$ cat src/hdl/ihex_pkg.sv
`default_nettype none

package ihex_pkg;

  // Result kinds carried on the output channel
  localparam logic [1:0] KIND_WRITE = 2'd0;
  localparam logic [1:0] KIND_GOOD  = 2'd1;
  localparam logic [1:0] KIND_BAD   = 2'd2;

  localparam logic [7:0] CHAR_COLON = 8'h3a;

  // Record types that the parser acts on
  localparam logic [7:0] REC_DATA    = 8'h00;
  localparam logic [7:0] REC_EOF     = 8'h01;
  localparam logic [7:0] REC_EXT_SEG = 8'h02;
  localparam logic [7:0] REC_EXT_LIN = 8'h04;

  typedef struct packed {
    logic [1:0]  out_kind;
    logic [31:0] write_addr;
    logic [7:0]  write_data;
    logic        file_done;
  } ihex_res_t;

  // Lax hex digit: letters (bit 6 set) get 9 added, keep the low nibble
  function automatic logic [3:0] hex_digit(input logic [7:0] c);
    logic [7:0] v;
    v = c[6] ? (c + 8'd9) : c;
    return v[3:0];
  endfunction

endpackage

`default_nettype wire

$ cat src/hdl/intel_hex_record_decoder.sv
`default_nettype none

// Channel  | Direction | Ports                               | Payload
// ---------+-----------+-------------------------------------+-------------------------------
// in       | slave     | in_tvalid, in_tready, in_tdata      | one received character
// out      | master    | out_tvalid, out_tready, out_tdata,  | memory write or checksum ack
//          |           | out_tuser, out_tlast                |
// cfg      | slave     | cfg_valid, cfg_ready, cfg_data      | load_offset register write
//
// Each character is held in the input register, then makes one pass through
// the record parser into a two-entry result queue; one character per cycle is
// sustained while the consumer keeps out_tready high.
// in_tready depends only on registers, so no combinational path joins out_tready
// to in_tready; the result queue absorbs the delay of that registered decision.
// Reset is synchronous, active low, and clears parser state, the queue and
// load_offset. cfg_ready is always high.
// After an end-of-file record the parser drops all characters until reset.

module intel_hex_record_decoder (
  input  wire         clk,
  input  wire         rst_n,
  // in_tdata[7:0]: rx_char
  input  wire         in_tvalid,
  output logic        in_tready,
  input  wire  [7:0]  in_tdata,
  // out_tdata[31:0]: write_addr, out_tdata[39:32]: write_data
  output logic        out_tvalid,
  input  wire         out_tready,
  output logic [39:0] out_tdata,
  // out_tuser[1:0]: out_kind
  output logic [1:0]  out_tuser,
  // out_tlast: file_done
  output logic        out_tlast,
  input  wire         cfg_valid,
  output logic        cfg_ready,
  input  wire  [31:0] cfg_data
);

  logic [7:0]  char_r;
  logic        char_vld_r;
  logic [31:0] load_offset_r;

  logic                q_full;
  logic                q_valid;
  logic                parse_go;
  logic                res_vld;
  logic                push;
  logic                pop;
  ihex_pkg::ihex_res_t res;
  ihex_pkg::ihex_res_t head;

  // Advance the held character into the parser when the queue has room
  assign parse_go  = char_vld_r && !q_full;
  assign in_tready = !char_vld_r || !q_full;
  assign push      = res_vld;
  assign pop       = q_valid && out_tready;
  assign cfg_ready = 1'b1;

  always_ff @(posedge clk) begin
    if (!rst_n) begin
      char_vld_r <= 1'b0;
    end else if (in_tready) begin
      char_vld_r <= in_tvalid;
    end
  end

  always_ff @(posedge clk) begin
    if (in_tready && in_tvalid) begin
      char_r <= in_tdata;
    end
  end

  always_ff @(posedge clk) begin
    if (!rst_n) begin
      load_offset_r <= 32'd0;
    end else if (cfg_valid && cfg_ready) begin
      load_offset_r <= cfg_data;
    end
  end

  ihex_parse u_parse (
    .clk         (clk),
    .rst_n       (rst_n),
    .go          (parse_go),
    .rx_char     (char_r),
    .load_offset (load_offset_r),
    .res_vld     (res_vld),
    .res         (res)
  );

  ihex_ofifo u_ofifo (
    .clk       (clk),
    .rst_n     (rst_n),
    .push      (push),
    .push_data (res),
    .pop       (pop),
    .valid     (q_valid),
    .full      (q_full),
    .head      (head)
  );

  assign out_tvalid = q_valid;
  assign out_tdata  = {head.write_data, head.write_addr};
  assign out_tuser  = head.out_kind;
  assign out_tlast  = head.file_done;

  // A result only comes from a character that was actually consumed
  a_push_needs_go: assert property (@(posedge clk) disable iff (!rst_n)
    push |-> parse_go)
    else $error("result produced without a consumed character");

  // Never push into a full queue
  a_no_overflow: assert property (@(posedge clk) disable iff (!rst_n)
    push |-> !q_full)
    else $error("result queue overflow");

  // Nothing follows the end-of-file acknowledge
  a_eof_final: assert property (@(posedge clk) disable iff (!rst_n)
    (push && res.file_done) |=> !push)
    else $error("result after end of file");

  // Only writes carry address or data
  a_ack_clean: assert property (@(posedge clk) disable iff (!rst_n)
    (push && res.out_kind != ihex_pkg::KIND_WRITE) |->
      (res.write_addr == 32'd0 && res.write_data == 8'd0))
    else $error("acknowledge carries payload");

endmodule

`default_nettype wire

$ cat src/hdl/ihex_parse.sv
`default_nettype none

module ihex_parse (
  input  wire                   clk,
  input  wire                   rst_n,
  input  wire                   go,
  input  wire [7:0]             rx_char,
  input  wire [31:0]            load_offset,
  output logic                  res_vld,
  output ihex_pkg::ihex_res_t   res
);

  localparam logic [2:0] PH_WAIT    = 3'd0;
  localparam logic [2:0] PH_LENGTH  = 3'd1;
  localparam logic [2:0] PH_ADDR_HI = 3'd2;
  localparam logic [2:0] PH_ADDR_LO = 3'd3;
  localparam logic [2:0] PH_TYPE    = 3'd4;
  localparam logic [2:0] PH_DATA    = 3'd5;
  localparam logic [2:0] PH_CHECK   = 3'd6;

  logic [2:0]  phase_r, phase_nxt;
  logic        second_r, second_nxt;
  logic [3:0]  hi_r, hi_nxt;
  logic [7:0]  len_r, len_nxt;
  logic [7:0]  idx_r, idx_nxt;
  logic [15:0] addr_lo_r, addr_lo_nxt;
  logic [7:0]  rkind_r, rkind_nxt;
  logic [7:0]  ext_r, ext_nxt;
  logic [31:0] upper_r, upper_nxt;
  logic [31:0] wbase_r, wbase_nxt;
  logic [7:0]  sum_r, sum_nxt;
  logic        fin_r, fin_nxt;

  logic [3:0]  dig;
  logic [7:0]  byte_val;
  logic [7:0]  sum_add;
  logic [7:0]  idx_inc;

  assign dig      = ihex_pkg::hex_digit(rx_char);
  assign byte_val = {hi_r, dig};
  assign sum_add  = sum_r + byte_val;
  assign idx_inc  = idx_r + 8'd1;

  always_comb begin
    phase_nxt   = phase_r;
    second_nxt  = second_r;
    hi_nxt      = hi_r;
    len_nxt     = len_r;
    idx_nxt     = idx_r;
    addr_lo_nxt = addr_lo_r;
    rkind_nxt   = rkind_r;
    ext_nxt     = ext_r;
    upper_nxt   = upper_r;
    wbase_nxt   = wbase_r;
    sum_nxt     = sum_r;
    fin_nxt     = fin_r;
    res_vld     = 1'b0;
    res         = '0;

    if (go && !fin_r) begin
      if (phase_r == PH_WAIT || phase_r > PH_CHECK) begin
        if (rx_char == ihex_pkg::CHAR_COLON) begin
          phase_nxt  = PH_LENGTH;
          second_nxt = 1'b0;
          sum_nxt    = 8'd0;
        end else begin
          phase_nxt = PH_WAIT;
        end
      end else if (!second_r) begin
        hi_nxt     = dig;
        second_nxt = 1'b1;
      end else begin
        second_nxt = 1'b0;
        sum_nxt    = sum_add;
        unique case (phase_r)
          PH_LENGTH: begin
            len_nxt   = byte_val;
            phase_nxt = PH_ADDR_HI;
          end
          PH_ADDR_HI: begin
            addr_lo_nxt = {byte_val, 8'd0};
            phase_nxt   = PH_ADDR_LO;
          end
          PH_ADDR_LO: begin
            addr_lo_nxt = {addr_lo_r[15:8], byte_val};
            phase_nxt   = PH_TYPE;
          end
          PH_TYPE: begin
            rkind_nxt = byte_val;
            idx_nxt   = 8'd0;
            // upper base cannot move inside a data record: fold it in now
            wbase_nxt = upper_r + {16'd0, addr_lo_r};
            phase_nxt = (len_r == 8'd0) ? PH_CHECK : PH_DATA;
          end
          PH_DATA: begin
            if (rkind_r == ihex_pkg::REC_DATA) begin
              res_vld         = 1'b1;
              res.out_kind    = ihex_pkg::KIND_WRITE;
              res.write_addr  = wbase_r + load_offset + {24'd0, idx_r};
              res.write_data  = byte_val;
            end else if (rkind_r == ihex_pkg::REC_EXT_SEG ||
                         rkind_r == ihex_pkg::REC_EXT_LIN) begin
              if (idx_r == 8'd0) begin
                ext_nxt = byte_val;
              end else if (idx_r == 8'd1) begin
                upper_nxt = (rkind_r == ihex_pkg::REC_EXT_SEG) ?
                            {12'd0, ext_r, byte_val, 4'd0} :
                            {ext_r, byte_val, 16'd0};
              end
            end
            if (idx_inc == len_r) begin
              phase_nxt = PH_CHECK;
            end
            idx_nxt = idx_inc;
          end
          default: begin
            res_vld       = 1'b1;
            res.out_kind  = (sum_add == 8'd0) ? ihex_pkg::KIND_GOOD : ihex_pkg::KIND_BAD;
            res.file_done = (rkind_r == ihex_pkg::REC_EOF);
            fin_nxt       = (rkind_r == ihex_pkg::REC_EOF);
            phase_nxt     = PH_WAIT;
          end
        endcase
      end
    end
  end

  always_ff @(posedge clk) begin
    if (!rst_n) begin
      phase_r   <= PH_WAIT;
      second_r  <= 1'b0;
      hi_r      <= 4'd0;
      len_r     <= 8'd0;
      idx_r     <= 8'd0;
      addr_lo_r <= 16'd0;
      rkind_r   <= 8'd0;
      ext_r     <= 8'd0;
      upper_r   <= 32'd0;
      wbase_r   <= 32'd0;
      sum_r     <= 8'd0;
      fin_r     <= 1'b0;
    end else begin
      phase_r   <= phase_nxt;
      second_r  <= second_nxt;
      hi_r      <= hi_nxt;
      len_r     <= len_nxt;
      idx_r     <= idx_nxt;
      addr_lo_r <= addr_lo_nxt;
      rkind_r   <= rkind_nxt;
      ext_r     <= ext_nxt;
      upper_r   <= upper_nxt;
      wbase_r   <= wbase_nxt;
      sum_r     <= sum_nxt;
      fin_r     <= fin_nxt;
    end
  end

endmodule

`default_nettype wire

$ cat src/hdl/ihex_ofifo.sv
`default_nettype none

module ihex_ofifo (
  input  wire                        clk,
  input  wire                        rst_n,
  input  wire                        push,
  input  wire ihex_pkg::ihex_res_t   push_data,
  input  wire                        pop,
  output logic                       valid,
  output logic                       full,
  output ihex_pkg::ihex_res_t        head
);

  ihex_pkg::ihex_res_t mem_r [2];
  logic       wr_ptr_r, rd_ptr_r;
  logic [1:0] cnt_r;

  assign valid = (cnt_r != 2'd0);
  assign full  = (cnt_r == 2'd2);
  assign head  = mem_r[rd_ptr_r];

  always_ff @(posedge clk) begin
    if (push) begin
      mem_r[wr_ptr_r] <= push_data;
    end
  end

  always_ff @(posedge clk) begin
    if (!rst_n) begin
      wr_ptr_r <= 1'b0;
      rd_ptr_r <= 1'b0;
      cnt_r    <= 2'd0;
    end else begin
      if (push) begin
        wr_ptr_r <= ~wr_ptr_r;
      end
      if (pop) begin
        rd_ptr_r <= ~rd_ptr_r;
      end
      case ({push, pop})
        2'b10:   cnt_r <= cnt_r + 2'd1;
        2'b01:   cnt_r <= cnt_r - 2'd1;
        default: cnt_r <= cnt_r;
      endcase
    end
  end

endmodule

`default_nettype wire
$ cat config.mk
export PLATFORM = sky130hd
export DESIGN_NAME = intel_hex_record_decoder
export DESIGN_NICKNAME = d
export VERILOG_FILES = /design/src/hdl/ihex_pkg.sv /design/src/hdl/intel_hex_record_decoder.sv /design/src/hdl/ihex_parse.sv /design/src/hdl/ihex_ofifo.sv
export SDC_FILE = /design/constraint.sdc
export NUM_CORES = 1
export LEC_CHECK = 0
export BUFFER_PORTS_ARGS = -buffer_cell sky130_fd_sc_hd__buf_2
export CAP_MARGIN = 25
export CORE_MARGIN = 2
export CORE_UTILIZATION = 45
export CTS_BUF_LIST = sky130_fd_sc_hd__clkbuf_16
export CTS_CLUSTER_SIZE = 8
export DETAILED_ROUTE_END_ITERATION = 10
export GPL_TIMING_DRIVEN = 0
export SLEW_MARGIN = 30
export SYNTH_ARGS = -nofsm -noshare
export SYNTH_HDL_FRONTEND = slang
export SYNTH_SLANG_ARGS = --single-unit
$ cat constraint.sdc
create_clock -name clk -period 5.2 [get_ports clk]
set_clock_uncertainty 0.1 [all_clocks]
set_input_delay 0.78 -clock clk [delete_from_list [all_inputs] [get_ports clk]]
set_output_delay 0.78 -clock clk [all_outputs]
set_load 0.03 [all_outputs]
==> results of run 1 <==
[flip-flops by register name, summed over array words and instances, names as in the netlist, 16 cells and up, named ones only]
| register | count |
|---|---|
| u_parse.upper_r | 28 |
| u_ofifo.mem_r | 86 |
| load_offset_r | 32 |
| u_parse.addr_lo_r | 16 |
| u_parse.wbase_r | 32 |
[routing by layer]
| metal | routed length [um] | vias to the layer above | GRT usage (%) |
|---|---|---|---|
| li1 | - | 5135 | - |
| met1 | 16200 | 4846 | 30.3 |
| met3 | 2050 | 55 | 3.71 |
| met2 | 15400 | 294 | 35.2 |
| met5 | 0 | - | 0 |
| met4 | 771 | 0 | 5.87 |
[cells by family after synthesis]
group	after synthesis	synth area share (%)
buffers and inverters	100	2.95
AND/OR/NAND/NOR	475	17.9
adder cells (fa/ha/maj)	92	9.10
XOR/XNOR	73	4.72
other	1	0.0277
flip-flops	257	44.9
AO/OA/AOI/OAI	287	13.9
multiplexers	83	6.53
[cells in the mapped netlist (9+ instances only)]
cell type    n  area, um2
nand2b_1    11       68.8
and3_1      11       68.8
a22oi_1     17        128
nor2_1      78        293
xor2_1      33        289
nand2_1    134        503
a21o_1      23        173
nand4_1     12       75.1
clkbuf_1    59        221
ha_1        81       1010
mux2i_1     39        390
inv_1       25       93.8
and2_1      21        131
or3_1        9       56.3
o21ai_0     58        290
xnor2_1     40        350
o211a_1     10        100
nand3_1     61        305
edfxtp_1    94       2820
a21oi_1     65        325
nor3_1      24        120
fa_1        11        220
mux2_2      44        495
o21a_1      11       82.6
dfxtp_1    163       3260
a21boi_0    58        435
nor2b_1     79        494
[area by class of cell]
cell class / count / area share, %
plain buffers: 74 / 1.93
clock buffers: 39 / 6.22
clock inverters: 18 / 0.494
inverters: 26 / 0.622
multi-input cells: 1011 / 45.3
flip-flops and latches: 257 / 38.8
well taps: 390 / 3.11
repair buffers: 92 / 3.51
[metrics by stage]
| step | instances | util (%) | instance area (um2) | setup WS (ns) | total power [W] |
|---|---|---|---|---|---|
| after floorplan | 1368 | - | 13600 | 0.870 | 0.00231 |
| after global placement | 1846 | 48.9 | 14500 | -1.20 | 0.00240 |
| after detailed placement | 1850 | 49.4 | 14600 | 1.02 | 0.00240 |
| after CTS | 1907 | 53.0 | 15700 | 0.956 | 0.00459 |
| after global routing | 1907 | 53.0 | 15700 | 0.628 | 0.00470 |
| final | 1907 | 53.0 | 15700 | 0.921 | 0.00455 |
[report_power, final]
part / internal (W) / switching [W] / total (W)
logic: 0.0000957 / 0.000156 / 0.000251
clock network: 0.00133 / 0.000850 / 0.00218
registers: 0.00210 / 0.0000171 / 0.00212
[worst paths after layout]
path	from	to	cells after the start
max reg2reg	char_r[0]$_DFFE_PP_	u_ofifo.mem_r[0][42]$_DFFE_PP_	13
min reg2reg	u_parse.rkind_r[4]$_SDFFE_PN0P_	u_parse.rkind_r[4]$_SDFFE_PN0P_	2
min	in_tdata[5]	char_r[5]$_DFFE_PP_	1
max	char_r[0]$_DFFE_PP_	u_ofifo.mem_r[0][42]$_DFFE_PP_	13
==> flow_summary_export.csv, run 1 <==
group,metric,value,unit
grt,grt_pass1_vias,9808,
placed_design,gp_congestion,0.892,
critical_path,cp_cell_sequence,"inv_1 -> ha_1 -> a21o_1 -> clkinv_1 -> ha_1 -> a211oi_1 -> o21ai_0 -> a21oi_1 -> a21oi_1 -> xor2_1 -> xor2_1 -> nor3_1 -> nor3_1",
critical_path,required,5.30,ns
grt,grt_max_degree,20,
clock_network,clkSinkCount,257,
critical_path,max_stage_delay,0.50,ns
cells_and_area,regArea,0.00609,mm2
cells_and_area,multi_input_comb_area,0.00712,mm2
cells_and_area,nNetsFinal,1637,
synthesis,yosys.cell_types.count,72,
critical_path,crit_fanout,8,
routing,wl_per_cell,18.0,um
clock_network,cts_tree,"done",
floorplanning,core_area,0.0296,mm2
critical_path,startpoint_type,"flip-flop",
grt,antenna_found_initial,1,
synthesis,synth_async_sr_flop_share,0,%
routing,avgViaCountPerCell,5.42,
floorplanning,die-area,0.0315,mm2
critical_path,arrival,4.38,ns
synthesis,ys_warn_count,0,
routing,dr.pass1.iters,5,
timing,rsz0062_at_grt,"false",
clock_network,cts.htree.levels,2,
routing,drtIter0Drc,743,
timing,period_minus_slack,4.28,ns
floorplanning,ios,91,
floorplanning,die_h,178,um
routing,drcViolationCount,0,
placed_design,port_buffers,88,
power_and_ir_drop,power.density,290,mW/mm2
routing,wl,34.4,mm
synthesis,synthFlopType,"dfxtp_1",
critical_path,r2r_setup_slack,0.92,ns
synthesis,synth_cells,1368,
critical_path,end_kind,"flip-flop",
timing,hold_viol_final,0,
clock_network,cts_resized,0,
placed_design,hpwl,25.7,mm
critical_path,slowest_stage,"clkinv_1",
synthesis,synth_fp_nets,1505,
cells_and_area,final_cell_mix,"dfxtp_1 (163), nand2_1 (134), buf_2 (95)",
power_and_ir_drop,leakagePower,6.49,nW
timing,fmax,234,MHz
clock_network,holdBufCountCts,0,
clock_network,cts_buffers,38,
cells_and_area,layout-drive-gt1-share,13.6,%
synthesis,synth-seq-cells,257,
grt,grt-ovfl-total,0,
timing,drv_slew,0,
cells_and_area,n_antenna_cell,0,
clock_network,cts_buffer_depth,3,
timing,worst_pin_slew,0.903,ns
cells_and_area,nFillCells,2780,
timing,hold_ws,0.347,ns
outcome,status,"completed",
cells_and_area,final_common_cell,"dfxtp_1",
timing,setup_viol,0,
clock_network,clk_root_buffer_cell,"clkbuf_16",
floorplanning,initial_utilization,45.7,%
synthesis,synth_area_per_cell,9.91,um2
routing,drtAntennaViolNets,0,
synthesis,yosysSeqAreaShare,44.9,%
synthesis,synth_edf_count,94,
timing,tns,0,ns
routing,vias,10330,
clock_network,post-cts-setup-buffers,0,
critical_path,crit_family,"compound AO/OA/AOI/OAI gates",
grt,grt_pass1_wl,53.5,mm
grt,grt_use_total,21.8,%
clock_network,clkSlewWorstSetupHoldPaths,0.05,ns
floorplanning,die_x,178,um
timing,relSlewSlack,39.3,%
synthesis,syn_area,0.0136,mm2
run,maxCapViolCount,0,
floorplanning,rows,63,
cells_and_area,syn2layout_area_growth,15.8,%
timing,period_share,82.3,%
critical_path,critPathBufInv,2,
power_and_ir_drop,ir_drop,0.180,mV
critical_path,crit_type,"flip-flop to flip-flop",
clock_network,clock_latency,0.51,ns
worst_hold_path,min_path_type,"input port to flip-flop",
No activity file was read; power rests on OpenSTA's default activity.
==> run 2: changes to the inputs <==
clock period = 3.8 ns   (was 5.2 ns; I/O delays follow)
==> flow_summary_export.csv, run 2 (same netlist as run 1, synthesis figures left out) <==
group,metric,value,unit
timing,hold_viol_final,0,
timing,fmax,280,MHz
clock_network,clkSinkCount,257,
timing,relSlewSlack,42.4,%
timing,period_share,94.0,%
timing,rsz0062_at_grt,"false",
power_and_ir_drop,ir_drop,0.274,mV
power_and_ir_drop,power.density,394,mW/mm2
worst_hold_path,min_to,"char_r[5]$_DFFE_PP_",
clock_network,cts_buffers,38,
floorplanning,die-area,0.0315,mm2
clock_network,cts.htree.levels,2,
critical_path,crit_type,"flip-flop to flip-flop",
floorplanning,ios,91,
clock_network,holdBufCountCts,0,
worst_hold_path,hold_path_depth,1,
placed_design,port_buffers,88,
timing,hold_ws,0.136,ns
routing,drtAntennaViolNets,0,
critical_path,startpoint_type,"flip-flop",
routing,wl,34.7,mm
power_and_ir_drop,fin_total_pwr,0.00626,W
placed_design,hpwl,25.7,mm
power_and_ir_drop,leakagePower,6.58,nW
floorplanning,rows,63,
floorplanning,die_h,178,um
clock_network,cts_tree,"done",
critical_path,end_kind,"flip-flop",
grt,grt_pass1_vias,10000,
outcome,status,"completed",
placed_design,dp.cells,1850,
worst_hold_path,min_path_type,"input port to flip-flop",
run,maxCapViolCount,0,
critical_path,crit_fanout,5,
critical_path,rr_startpoint,"u_parse.idx_r[1]$_SDFFE_PN0P_",
critical_path,r2r_setup_slack,0.23,ns
cells_and_area,top_regs,"u_ofifo.mem_r: 86 flops, load_offset_r: 32 flops, u_parse.wbase_r: 32 flops",
critical_path,r2r_cells,14,
grt,antenna_found_initial,0,
clock_network,clkSlewWorstSetupHoldPaths,0.05,ns
routing,vias,10342,
grt,grt-ovfl-total,0,
routing,wl_per_cell,18.1,um
cells_and_area,finalNonFillerCells,1913,
routing,avgViaCountPerCell,5.41,
placed_design,placed_cell_area,0.0146,mm2
timing,setup_viol,0,
clock_network,cts_buffer_depth,3,
timing,drv_slew,0,
critical_path,required,3.91,ns
clock_network,clk_root_buffer_cell,"clkbuf_16",
worst_hold_path,hold_start,"in_tdata[5]",
cells_and_area,largest_reg_flops,86,
routing,drcViolationCount,0,
floorplanning,core_area,0.0296,mm2
cells_and_area,largest_register,"u_ofifo.mem_r",
routing,dr.pass1.iters,5,
critical_path,arrival,3.69,ns
critical_path,r2r-end,"u_ofifo.mem_r[1][36]$_DFFE_PP_",
cells_and_area,layout-drive-gt1-share,14.7,%
cells_and_area,final_cell_mix,"dfxtp_1 (163), nand2_1 (134), buf_2 (95)",
cells_and_area,nNetsFinal,1642,
clock_network,clock_latency,0.51,ns
floorplanning,initial_utilization,45.7,%
cells_and_area,final_common_cell,"dfxtp_1",
cells_and_area,syn2layout_area_growth,17.0,%
grt,grt_use_total,22.1,%
placed_design,gp_congestion,0.878,
grt,grt_max_degree,23,
grt,grt_pass1_wl,54.3,mm
cells_and_area,n_antenna_cell,0,
timing,period_minus_slack,3.57,ns
cells_and_area,fin_area,0.0159,mm2
routing,drtIter0Drc,635,
floorplanning,die_x,178,um
timing,worst_pin_slew,0.858,ns
==> run 2: cell count changes in the layout (fill, tap and decap cells not counted), sizes merged <==
cell      previous run  this run
inv                 42        41
clkinv               2         3
buf                106       112
clkinvlp             0         1
clkbuf              99        98
==> run 2: power breakdown <==
part / total (W) / switching, W / internal, W
sequential: 0.00290 / 0.0000254 / 0.00287
clock: 0.00300 / 0.00117 / 0.00183
combinational: 0.000363 / 0.000220 / 0.000143
total: 0.00626 / 0.00141 / 0.00484
==> run 2: how the worst max path moves through the flow <==
stage          slack (ns)                       startpoint                             end
2_1_floorplan        0.29  u_parse.rkind_r[4]$_SDFFE_PN0P_   u_ofifo.mem_r[1][0]$_DFFE_PP_
3_3_place_gp        -1.26  u_parse.phase_r[1]$_SDFFE_PN0P_   u_ofifo.mem_r[1][6]$_DFFE_PP_
3_5_place_dp        -0.40              char_r[0]$_DFFE_PP_  u_ofifo.mem_r[0][42]$_DFFE_PP_
4_1_cts              0.02    u_parse.idx_r[1]$_SDFFE_PN0P_  u_ofifo.mem_r[1][34]$_DFFE_PP_
5_1_grt              0.02    u_parse.idx_r[1]$_SDFFE_PN0P_  u_ofifo.mem_r[0][36]$_DFFE_PP_
6_report             0.23    u_parse.idx_r[1]$_SDFFE_PN0P_  u_ofifo.mem_r[1][36]$_DFFE_PP_
==> run 2: critical path: stages (launching register included) <==
cell and delay [ns]:
dfxtp_1 0.41, inv_2 0.10, fa_1 0.48, inv_1 0.04, ha_1 0.22, inv_1 0.08
fa_1 0.19, nand2b_1 0.19, a21oi_4 0.09, a2111oi_4 0.40, o311ai_4 0.17, and3_1 0.26
a311oi_2 0.27, xor2_1 0.18, nor2_1 0.08
==> run 2: cell type report <==
| class | instances | area (um2) |
|---|---|---|
| sequential | 257 | 6090 |
| timing repair buffer | 98 | 581 |
| buffer | 73 | 299 |
| clock buffer | 39 | 976 |
| multi-input combinational | 1011 | 7230 |
| clock inverter | 19 | 100 |
| inverter | 26 | 100 |
| tap | 390 | 488 |
| fill | 2745 | 13800 |
==> run 2: layer usage <==
layer  vias up  track usage, %  wire length, um
met2       239            35.5            15600
met5         -               0                0
met3        49            3.15             1710
met4         0            5.53              675
li1       5154               -                -
met1      4900            31.4            16700
==> run 2: stage by stage <==
step | util (%) | setup TNS [ns] | setup WS (ns)
after CTS | 53.2 | 0 | 0.0176
after floorplan | - | 0 | 0.295
after global routing | 53.5 | 0 | 0.0173
after detailed placement | 49.3 | -4.71 | -0.401
final | 53.5 | 0 | 0.227
after global placement | 48.9 | -112.29 | -1.26
==> run 2: what timing repair did <==
item                                    CTS  global route
endpoints found under the setup margin   42            40
pin swaps                                 0             3
buffers inserted                          0             6
gates resized for setup                  11            10
